$ cat src/hw/rtl/firdf_pkg.sv
`default_nettype none

package firdf_pkg;

   // Filter size and field widths
   localparam int TAPS   = 64;
   localparam int PTR_W  = $clog2(TAPS);
   localparam int SAMP_W = 16;
   localparam int COEF_W = 18;
   localparam int IDX_W  = 6;
   localparam int OUT_W  = 40;
   localparam int PROD_W = SAMP_W + COEF_W;
   localparam int SUM_W  = PROD_W + PTR_W + 1;
   localparam int ACC_W  = (SUM_W > OUT_W) ? SUM_W : OUT_W;

   // Item kinds
   localparam logic KIND_SAMPLE = 1'b0;
   localparam logic KIND_COEF   = 1'b1;

   typedef logic                     kind_type;
   typedef logic signed [SAMP_W-1:0] sample_type;
   typedef logic [IDX_W-1:0]         index_type;
   typedef logic signed [COEF_W-1:0] coef_type;
   typedef logic signed [OUT_W-1:0]  out_type;
   typedef logic signed [PROD_W-1:0] prod_type;
   typedef logic signed [ACC_W-1:0]  acc_type;
   typedef logic [PTR_W-1:0]         ptr_type;

   // Controller to datapath commands
   typedef struct packed {
      logic coef_wr;   // store one coefficient
      logic start;     // store sample, load read pointers, clear accumulator
      logic issue;     // issue one tap read
      logic load_out;  // move the saturated sum into the output register
   } cmd_type;

   // Datapath to controller status
   typedef struct packed {
      logic last_tap;   // the tap being issued is the final one
      logic pipe_busy;  // reads or products still in flight
   } stat_type;

   // Clamp the accumulator to the output width
   function automatic out_type sat_out(acc_type acc);
      logic [ACC_W-OUT_W:0] upper;
      out_type              res;
      upper = acc[ACC_W-1:OUT_W-1];
      if ((&upper) || !(|upper)) begin
         res = acc[OUT_W-1:0];
      end else if (acc[ACC_W-1]) begin
         res = {1'b1, {(OUT_W-1){1'b0}}};
      end else begin
         res = {1'b0, {(OUT_W-1){1'b1}}};
      end
      return res;
   endfunction

endpackage

`default_nettype wire

$ cat src/hw/rtl/firdf_datapath.sv
`default_nettype none

module firdf_datapath (
   input  wire logic                  clock,
   input  wire logic                  reset,
   input  wire firdf_pkg::cmd_type    cmd,
   input  wire firdf_pkg::sample_type req_sample_in,
   input  wire firdf_pkg::index_type  req_coef_index,
   input  wire firdf_pkg::coef_type   req_coef_value,
   output firdf_pkg::stat_type        stat,
   output firdf_pkg::out_type         rsp_filtered
);
   import firdf_pkg::*;

   // Sample ring and coefficient memories
   sample_type samp_mem [TAPS];
   coef_type   coef_mem [TAPS];
   logic [TAPS-1:0] samp_vld_ff, samp_vld_in;
   logic [TAPS-1:0] coef_vld_ff, coef_vld_in;

   ptr_type wp_ff, wp_in;
   ptr_type rd_ptr_ff, rd_ptr_in;
   ptr_type tap_ff, tap_in;

   sample_type samp_rd_ff;
   coef_type   coef_rd_ff;
   logic       samp_ok_ff, coef_ok_ff;
   logic       vld1_ff, vld2_ff;
   prod_type   prod_ff, prod_in;
   acc_type    acc_ff, acc_in;
   out_type    out_ff;

   logic    coef_hit;
   ptr_type coef_addr;
   sample_type samp_op;
   coef_type   coef_op;

   assign coef_hit  = int'(req_coef_index) < TAPS;
   assign coef_addr = PTR_W'(req_coef_index);

   // Memory writes
   always_ff @(posedge clock) begin
      if (cmd.start) begin
         samp_mem[wp_ff] <= req_sample_in;
      end
      if (cmd.coef_wr && coef_hit) begin
         coef_mem[coef_addr] <= req_coef_value;
      end
   end

   // Registered memory reads
   always_ff @(posedge clock) begin
      samp_rd_ff <= samp_mem[rd_ptr_ff];
      coef_rd_ff <= coef_mem[tap_ff];
      samp_ok_ff <= samp_vld_ff[rd_ptr_ff];
      coef_ok_ff <= coef_vld_ff[tap_ff];
   end

   // Entry valid bits: unwritten entries read as zero
   always_comb begin
      samp_vld_in = samp_vld_ff;
      coef_vld_in = coef_vld_ff;
      if (cmd.start) begin
         samp_vld_in[wp_ff] = 1'b1;
      end
      if (cmd.coef_wr && coef_hit) begin
         coef_vld_in[coef_addr] = 1'b1;
      end
   end

   // Pointers: write pointer wraps up, read pointer walks back in time
   always_comb begin
      wp_in     = wp_ff;
      rd_ptr_in = rd_ptr_ff;
      tap_in    = tap_ff;
      if (cmd.start) begin
         wp_in     = (wp_ff == PTR_W'(TAPS-1)) ? '0 : wp_ff + 1'b1;
         rd_ptr_in = wp_ff;
         tap_in    = '0;
      end else if (cmd.issue) begin
         rd_ptr_in = (rd_ptr_ff == '0) ? PTR_W'(TAPS-1) : rd_ptr_ff - 1'b1;
         tap_in    = tap_ff + 1'b1;
      end
   end

   // Multiply stage
   assign samp_op = samp_ok_ff ? samp_rd_ff : '0;
   assign coef_op = coef_ok_ff ? coef_rd_ff : '0;
   assign prod_in = PROD_W'(samp_op) * PROD_W'(coef_op);

   always_ff @(posedge clock) begin
      prod_ff <= prod_in;
   end

   // Accumulate stage
   always_comb begin
      acc_in = acc_ff;
      if (cmd.start) begin
         acc_in = '0;
      end else if (vld2_ff) begin
         acc_in = acc_ff + ACC_W'(prod_ff);
      end
   end

   always_ff @(posedge clock) begin
      if (reset) begin
         samp_vld_ff <= '0;
         coef_vld_ff <= '0;
         wp_ff       <= '0;
         vld1_ff     <= 1'b0;
         vld2_ff     <= 1'b0;
      end else begin
         samp_vld_ff <= samp_vld_in;
         coef_vld_ff <= coef_vld_in;
         wp_ff       <= wp_in;
         vld1_ff     <= cmd.issue;
         vld2_ff     <= vld1_ff;
      end
   end

   always_ff @(posedge clock) begin
      rd_ptr_ff <= rd_ptr_in;
      tap_ff    <= tap_in;
      acc_ff    <= acc_in;
   end

   // Output register
   always_ff @(posedge clock) begin
      if (cmd.load_out) begin
         out_ff <= sat_out(acc_ff);
      end
   end

   assign rsp_filtered   = out_ff;
   assign stat.last_tap  = (tap_ff == PTR_W'(TAPS-1));
   assign stat.pipe_busy = vld1_ff || vld2_ff;

endmodule

`default_nettype wire

$ cat src/hw/rtl/firdf_ctrl.sv
`default_nettype none

module firdf_ctrl (
   input  wire logic                clock,
   input  wire logic                reset,
   input  wire logic                req_valid,
   output logic                     req_stall,
   input  wire firdf_pkg::kind_type req_kind,
   output logic                     rsp_valid,
   input  wire logic                rsp_stall,
   input  wire firdf_pkg::stat_type stat,
   output firdf_pkg::cmd_type       cmd
);
   import firdf_pkg::*;

   localparam logic [1:0] ST_IDLE  = 2'd0;
   localparam logic [1:0] ST_RUN   = 2'd1;
   localparam logic [1:0] ST_DRAIN = 2'd2;
   localparam logic [1:0] ST_DONE  = 2'd3;

   logic [1:0] state_ff, state_in;
   logic       rsp_valid_ff, rsp_valid_in;
   logic       req_xfer;
   logic       out_free;

   assign req_stall = (state_ff != ST_IDLE);
   assign req_xfer  = req_valid && !req_stall;
   assign out_free  = !rsp_valid_ff || !rsp_stall;

   // Sequencer: accept, walk the taps, drain the pipe, hand over the sum
   always_comb begin
      state_in     = state_ff;
      cmd          = '0;
      unique case (state_ff)
         ST_IDLE: begin
            if (req_xfer) begin
               if (req_kind == KIND_COEF) begin
                  cmd.coef_wr = 1'b1;
               end else begin
                  cmd.start = 1'b1;
                  state_in  = ST_RUN;
               end
            end
         end
         ST_RUN: begin
            cmd.issue = 1'b1;
            if (stat.last_tap) begin
               state_in = ST_DRAIN;
            end
         end
         ST_DRAIN: begin
            if (!stat.pipe_busy) begin
               state_in = ST_DONE;
            end
         end
         ST_DONE: begin
            if (out_free) begin
               cmd.load_out = 1'b1;
               state_in     = ST_IDLE;
            end
         end
         default: begin
            state_in = ST_IDLE;
         end
      endcase
   end

   // Result valid: cleared on transfer, set on load
   always_comb begin
      rsp_valid_in = rsp_valid_ff;
      if (rsp_valid_ff && !rsp_stall) begin
         rsp_valid_in = 1'b0;
      end
      if (cmd.load_out) begin
         rsp_valid_in = 1'b1;
      end
   end

   always_ff @(posedge clock) begin
      if (reset) begin
         state_ff     <= ST_IDLE;
         rsp_valid_ff <= 1'b0;
      end else begin
         state_ff     <= state_in;
         rsp_valid_ff <= rsp_valid_in;
      end
   end

   assign rsp_valid = rsp_valid_ff;

endmodule

`default_nettype wire

$ cat src/hw/rtl/fir_filter_direct_form.sv
// Channel   Direction  Ports
// req       in         req_valid, req_stall, req_kind, req_sample_in,
//                      req_coef_index, req_coef_value
// rsp       out        rsp_valid, rsp_stall, rsp_filtered
//
// A coefficient item is stored without leaving idle. For a sample item
// one shared multiply-accumulate walks the taps, one read of
// each memory per cycle, then the pipe drains and the output is loaded.
// Synchronous active-high reset empties both memories (entry valid bits) and
// zeroes the write pointer. The finished sum waits in an output register;
// a stalled result holds the next one back only at its load.
`default_nettype none

module fir_filter_direct_form (
   input  wire logic                  clock,
   input  wire logic                  reset,
   input  wire logic                  req_valid,
   output logic                       req_stall,
   input  wire firdf_pkg::kind_type   req_kind,
   input  wire firdf_pkg::sample_type req_sample_in,
   input  wire firdf_pkg::index_type  req_coef_index,
   input  wire firdf_pkg::coef_type   req_coef_value,
   output logic                       rsp_valid,
   input  wire logic                  rsp_stall,
   output firdf_pkg::out_type         rsp_filtered
);
   import firdf_pkg::*;

   cmd_type  cmd;
   stat_type stat;

   firdf_ctrl u_ctrl (
      .clock     (clock),
      .reset     (reset),
      .req_valid (req_valid),
      .req_stall (req_stall),
      .req_kind  (req_kind),
      .rsp_valid (rsp_valid),
      .rsp_stall (rsp_stall),
      .stat      (stat),
      .cmd       (cmd)
   );

   firdf_datapath u_datapath (
      .clock          (clock),
      .reset          (reset),
      .cmd            (cmd),
      .req_sample_in  (req_sample_in),
      .req_coef_index (req_coef_index),
      .req_coef_value (req_coef_value),
      .stat           (stat),
      .rsp_filtered   (rsp_filtered)
   );

`ifndef SYNTHESIS
   // A sample transfer makes the block busy on the next cycle
   a_sample_busy: assert property (@(posedge clock) disable iff (reset)
      req_valid && !req_stall && (req_kind == KIND_SAMPLE) |=> req_stall)
      else $error("input not stalled after sample transfer");

   // A coefficient write never produces a result
   a_coef_silent: assert property (@(posedge clock) disable iff (reset)
      req_valid && !req_stall && (req_kind == KIND_COEF) |=> !$rose(rsp_valid))
      else $error("result raised after coefficient write");

   // A new result only appears at the end of a filtering pass
   a_result_from_pass: assert property (@(posedge clock) disable iff (reset)
      $rose(rsp_valid) |-> $past(req_stall))
      else $error("result raised while block idle");

   // The block is still busy as the last tap of the walk is issued
   a_walk_busy: assert property (@(posedge clock) disable iff (reset)
      req_valid && !req_stall && (req_kind == KIND_SAMPLE) |-> ##TAPS req_stall)
      else $error("input accepted during tap walk");
`endif

endmodule

`default_nettype wire
$ cat config.mk
export PLATFORM = sky130hd
export DESIGN_NAME = fir_filter_direct_form
export DESIGN_NICKNAME = d
export VERILOG_FILES = /design/src/hw/rtl/firdf_pkg.sv /design/src/hw/rtl/firdf_datapath.sv /design/src/hw/rtl/firdf_ctrl.sv /design/src/hw/rtl/fir_filter_direct_form.sv
export SDC_FILE = /design/constraint.sdc
export NUM_CORES = 2
export LEC_CHECK = 0
export CORE_ASPECT_RATIO = 0.7
export CORE_MARGIN = 4
export CORE_UTILIZATION = 54
export CTS_BUF_LIST = sky130_fd_sc_hd__clkbuf_16
export CTS_CLUSTER_DIAMETER = 60
export DETAILED_ROUTE_END_ITERATION = 16
export DONT_BUFFER_PORTS = 1
export PLACE_DENSITY = 0.69
export SKIP_CTS_REPAIR_TIMING = 1
export SYNTH_ARGS = -nofsm -noshare
export SYNTH_HDL_FRONTEND = slang
export SYNTH_SLANG_ARGS = --single-unit
$ cat constraint.sdc
create_clock -name clock -period 17.6 [get_ports clock]
set_input_delay 3.52 -clock clock [delete_from_list [all_inputs] [get_ports clock]]
set_output_delay 3.52 -clock clock [all_outputs]
set_load 0.02 [all_outputs]
Yosys cells after proc, flatten, opt, wreduce, memory -nomap -nowiden
Memories as Yosys holds them, arrays and structs flattened. A register that Yosys moved wholly into a read port is not among the register bits. Index checks and enable logic that the tools add are counted. Widths: inputs -> output; s select.

Reduce and logical (&&, ||, !) cells: 19. $mul: 1. Equal/unequal tests: 10. Multiplexer cells: 35. Bitwise operators: 2. Shifts and indexed selects: 0. Magnitude comparators: 6. $add $sub $neg: 4. Divide/modulo/power cells: 0.

Operator list (count): $or 64x64->64 (2); $mux 40 (2); $add 41x34->41 (1); $mul 16x18->34 (1); $lt 6x7->1 const B (4); $mux 6 (4); $mux 18 (1); $mux 16 (1); $mux 1 (15); $mux 2 (7); $add 6x1->6 const B (2); $bmux 1 s6 (2); $demux 1 s6 (2); $eq 6x6->1 const B (2); $ge 6x1->1 const B (2); $pmux 2 s4 (1); $logic_not 6->1 (1); $ne 2x2->1 const B (3); $reduce_bool 2->1 (3); $sub 6x1->6 const B (1); $reduce_and 5->1 (1); $eq 2x2->1 const B (2); $logic_and 1x1->1 (4); $logic_not 1->1 (4); other kinds (6) (9).

Memories kept: 2. Latch bits: 0. Bits in registers: 268. Input bits: 45. Memory bits (writable): 2176. Output and inout bits: 42. Bits in read-only memories: 0. Logic and storage cells: 93.

Memories: u_datapath.coef_mem (words 64, bits a word 18, rd ports 1, clocked after Yosys merged registers in 1, write ports 1, line firdf_datapath.sv:17) `coef_type coef_mem [TAPS];`; u_datapath.samp_mem (words 64, bits a word 16, rd ports 1, clocked after Yosys merged registers in 1, write ports 1, line firdf_datapath.sv:16) `sample_type samp_mem [TAPS];`.

Logic depth before layout (Yosys ltp)
Depth in word-level cells: 7. Depth in mapped cells: 28. Gate-level depth less buffers: 26.

Cells and area by module
From an unflattened synthesis, not the netlist that was laid out.

Cells, all modules: 6108. Area total of the unflattened synthesis: 106694.8 um^2.

Modules (own cells, without submodules): firdf_datapath (area each 106430.8 um^2, times used 1, seq. area each 71788.9 um^2, cells each 6079); firdf_ctrl (area each 264.0 um^2, times used 1, seq. area each 60.1 um^2, cells each 29).

Worst setup path after synthesis
Ideal clock, no wire load.

Path type: input-to-reg. From: input port rsp_stall. To: register u_datapath.out_ff[0] (netlist: u_datapath.rsp_filtered[0]), enable pin. Slack: 10.632 ns. Buffers on the path: 0. Data arrival time: 6.470 ns. Required time: 17.102 ns. Setup time: 0.498 ns. Stages: 1. Cells stage by stage: a21boi_0.

Longest elaborated chain between the ends: 4.

Ends and longest elaborated chain: from (decl) (line fir_filter_direct_form.sv:24) `input wire logic rsp_stall,`; $logic_not 1->1 (line firdf_ctrl.sv:28) `assign out_free = !rsp_valid_ff || !rsp_stall;`; $logic_or 1x1->1 (line firdf_ctrl.sv:28); $mux 1 (line firdf_ctrl.sv:57) `if (out_free) begin`; $mux 1 (line firdf_ctrl.sv:34) `unique case (state_ff)`; to (signal assigned) (line firdf_datapath.sv:130) `out_ff <= sat_out(acc_ff);`; to (decl) (line firdf_datapath.sv:31) `out_type out_ff;`.

No other way between the ends. A chain may end at the register's enable or synchronous reset.

Worst setup path after layout
From: register u_datapath.samp_ok_ff. To: register u_datapath.prod_ff[33].

Longest elaborated chain between the ends: 2.

Ends and longest elaborated chain: from (decl) (line firdf_datapath.sv:27) `logic samp_ok_ff, coef_ok_ff;`; from (signal assigned) (line firdf_datapath.sv:55) `samp_ok_ff <= samp_vld_ff[rd_ptr_ff];`; $mux 16 (line firdf_datapath.sv:87) `assign samp_op = samp_ok_ff ? samp_rd_ff : '0;`; $mul 16x18->34 (line firdf_datapath.sv:89) `assign prod_in = PROD_W'(samp_op) * PROD_W'(coef_op);`; via u_datapath.prod_in[33] (line firdf_datapath.sv:29) `prod_type prod_ff, prod_in;`; to (signal assigned) (line firdf_datapath.sv:92) `prod_ff <= prod_in;`; to (decl) (line firdf_datapath.sv:29).

The timed path passes the listed nets, and every way through them passes these cells.

==> metrics <==
status=finished, final reports clean; Net Sw Power=~4.4 mW; Max Fclk=0.1295 GHz; share of cells above drive strength 1=0.2219; most frequent cells in the layout=edfxtp_1, mux4_2, nor2_1, inv_1, fa_1; CP Capture Type=flip-flop; Routed Antenna Nets=0; Iter 0 DRT Violations=between 7000 and 8000; dpl hpwl=around 160000 um; I/O Pins=a little under 90; post-route minimum period=7.721 ns; EDFF count, synth=~2200; CTS clk-pin slew, worst paths=about 0.060 ns; Residual DRC=0; Synth Area in Compound Gates=0.02154; Core ar.=0.1941 mm2; total CTS buffers=233; Mapped Area=0.1057 mm2; clock sink count=2478; first-pass GRT wire length=between 300000 and 400000 um; DP Worst Slack=roughly 10 ns; starting density of the core=0.5447; power per cell area=131.2 mW/mm2; fin nets=6267; Area Overhead vs Synth=10.44%; total number of vias=around 54000; final setup TNS=0 ns; CP startpoint kind=flip-flop; Avg WL per Cell=about 30 um; Non-Filler Instances=approximately 8600; final hold violations=0; largest family of logic cells by synthesized area=multiplexers; Slew HR=0.2181; leakage dissipation=39.55 nW; Worst path slowest cell=and2_1; # port buffers=0; post-synthesis sequential area ratio=0.6796; vias in the first global route=around 53000; DRT Pass-1 Iters=5; Die Wd=approximately 540 um; Remaining Overflow, GRT=0; Yosys Warn Count=0; clock tree root buffer cell=clkbuf_16; Hold Slack=between 0.4 and 0.5 ns; Post-Synthesis Cells=5695; Synth Area in XOR/XNOR=0.007042; setup violators final=0; Worst Hold Class=flip-flop to flip-flop; Comb pwr share=0.247; Synth Area in Simple Gates=0.03763; Tot Pwr=between 15 and 20 mW; crit-path max FO=40; Worst Path Buf+Inv=6; drt via density=around 6.2; power share of the clock group=0.315; P_int=10.92 mW; die area=roughly 0.2 mm2; htree depth=4; worst path arrival time=about 8.4 ns; crit-path leading delay family=adder cells; adder-cell share of the synthesized area=0.07132; Clock Skews=0.1072 ns; syn nets=6168; ys async rst share=0; MaxCap Viol Count=0; Seq cells post-synth=2478; Clock Latency Late Sink=approximately 0.87 ns; placed insts=8162; CTS tree=yes; RSZ-0062 raised after global routing=no; largest net degree at the start of global routing=roughly 160; peak supply drop=0.0001210 V; Netlist cell types=65; gr usage total=0.2556; Max Slew Vio Count=0; syn_area_per_cell=between 15 and 20 um2; Crit path largest cell delay=around 0.63 ns; final WL=between 200000 and 300000 um; initial antenna violation count=20; Final WS setup=around 9.9 ns; ys flop type=edfxtp_1; Std-Cell Rows=approximately 140; cell mode on critical path=fa_1; mux cell area share after synthesis=0.1610; worst-margin pin slew=about 1.2 ns; WS Path Type=flip-flop to flip-flop; clock buffer depth=4; fraction of power spent switching nets=0.2872; Placer Congestion=0.9114; chip height=between 300 and 400 um; WP data required=~18 ns; commonest non-fill, non-tap cell in the layout=edfxtp_1; part of the cycle the worst path needs=0.4387; Flop pwr share=0.438
## final timing paths
kind | cells past startpoint | slack [ns] | to | from
setup reg to reg | 25 | 9.88 | u_datapath.prod_ff[33] | u_datapath.samp_ok_ff
setup / recovery | 25 | 9.88 | u_datapath.prod_ff[33] | u_datapath.samp_ok_ff
hold / removal | 1 | 0.46 | u_datapath.coef_vld_ff[62] | u_datapath.coef_vld_ff[62]
hold reg to reg | 1 | 0.46 | u_datapath.coef_vld_ff[62] | u_datapath.coef_vld_ff[62]
## logic make-up (layout without fill, tap and decap cells)
| kind of cell | Yosys count | in the layout |
|---|---|---|
| buffers and inverters | 611 | 900 |
| AO/OA/AOI/OAI | 342 | 342 |
| other | 0 | 3 |
| flip-flops | 2478 | 2478 |
| XOR/XNOR | 85 | 85 |
| adder cells (fa/ha/maj) | 428 | 428 |
| AND/OR/NAND/NOR | 951 | 951 |
| multiplexers | 800 | 800 |
## per-stage QoR
step | utilization | cell area [um2]
floorplan | - | 105700
global placement | 0.5640 | 109500
detailed placement | 0.5640 | 109500
CTS | 0.6016 | 116800
global route | 0.6016 | 116800
finish | 0.6016 | 116800
## flip-flops by register name, indices dropped and copies added (netlist names), 2 cells and up
name                     flops
u_datapath.rd_ptr_ff         6
u_datapath.acc_ff           41
u_datapath.coef_mem       1152
u_datapath.tap_ff            6
u_datapath.coef_rd_ff       18
u_datapath.coef_vld_ff      64
u_datapath.wp_ff             6
u_ctrl.state_ff              2
u_datapath.samp_mem       1024
u_datapath.rsp_filtered     40
u_datapath.prod_ff          34
u_datapath.samp_vld_ff      64
u_datapath.samp_rd_ff       16
## power by group through the flow
stage / Sequential, mW / Combinational, mW / Clock [mW]
3_3_place_gp: 6.84 / 3.76 / 0
2_1_floorplan: 6.72 / 2.66 / 0
4_1_cts: 6.72 / 3.80 / 4.91
6_report: 6.72 / 3.78 / 4.83
3_5_place_dp: 6.84 / 3.78 / 0
5_1_grt: 6.73 / 4.01 / 5.16
## worst reg2reg max path, stage by stage (launching register included)
cell and delay (ns):
dfxtp_1 0.31, buf_4 0.35, and2_1 0.63, nand2_1 0.16, fa_1 0.53, inv_1 0.06
fa_1 0.50, inv_1 0.07, fa_1 0.55, inv_1 0.06, fa_1 0.48, fa_1 0.50
inv_1 0.06, fa_1 0.49, inv_1 0.05, ha_1 0.34, a21o_1 0.21, a21o_1 0.19
a21oi_1 0.24, o21ai_0 0.17, a31oi_1 0.43, o221ai_1 0.23, or4_1 0.47, a31o_2 0.26
a21oi_1 0.17, xnor2_1 0.08
## metal layers
| layer | GRT usage | part of all wire | up-vias |
|---|---|---|---|
| met1 | 0.4263 | 0.45 | 28440 |
| met2 | 0.3467 | 0.42 | 2710 |
| met3 | 0.05792 | 0.11 | 314 |
| met4 | 0.04935 | 0.018 | 2 |
| li1 | - | - | 22190 |
| met5 | 0 | 0.000047 | - |
## final cells by class
| type | count | area, um2 |
|---|---|---|
| diodes | 3 | 7.507 |
| repair buffers | 137 | 1079 |
| flip-flops and latches | 2478 | 71870 |
| multi-input cells | 2606 | 32000 |
| clock buffers | 236 | 5906 |
| well taps | 2603 | 3257 |
| fillers | 13720 | 77320 |
| inverters | 338 | 1269 |
| clock inverters | 189 | 1380 |
## Yosys cell counts, types with 3 or more instances
cell       instances  share of area
edfxtp_1        2222           0.63
mux4_2           719           0.15
nor2_1           562          0.020
inv_1            337          0.012
fa_1             291          0.055
dfxtp_1          256          0.048
nand2_1          221         0.0078
clkbuf_1         195         0.0069
ha_1             137          0.016
a21oi_1           89         0.0042
a21o_1            70         0.0050
mux2i_1           68         0.0064
buf_1             61         0.0022
o21ai_0           60         0.0028
xnor2_1           58         0.0048
nand3_1           39         0.0018
and2_1            32         0.0019
o21a_1            30         0.0021
xor2_1            27         0.0022
nor2b_1           20         0.0012
buf_2             17        0.00080
nand2b_1          17         0.0010
a211oi_1          13        0.00092
mux2_2            13         0.0014
o21bai_1          13        0.00092
a221oi_1          10        0.00083
a22oi_1           10        0.00071
or2_2             10        0.00059
nand3b_1           9        0.00064
nand4_1            9        0.00053
a31oi_1            7        0.00041
and3_1             6        0.00036
or3_1              6        0.00036
nor3_1             5        0.00024
o31ai_1            5        0.00036
o2111ai_1          4        0.00033
o221ai_1           4        0.00033
or3b_2             4        0.00033
a31o_2             3        0.00025
nor3b_1            3        0.00021
o211ai_1           3        0.00021
Power figures use the tool's default switching activity.
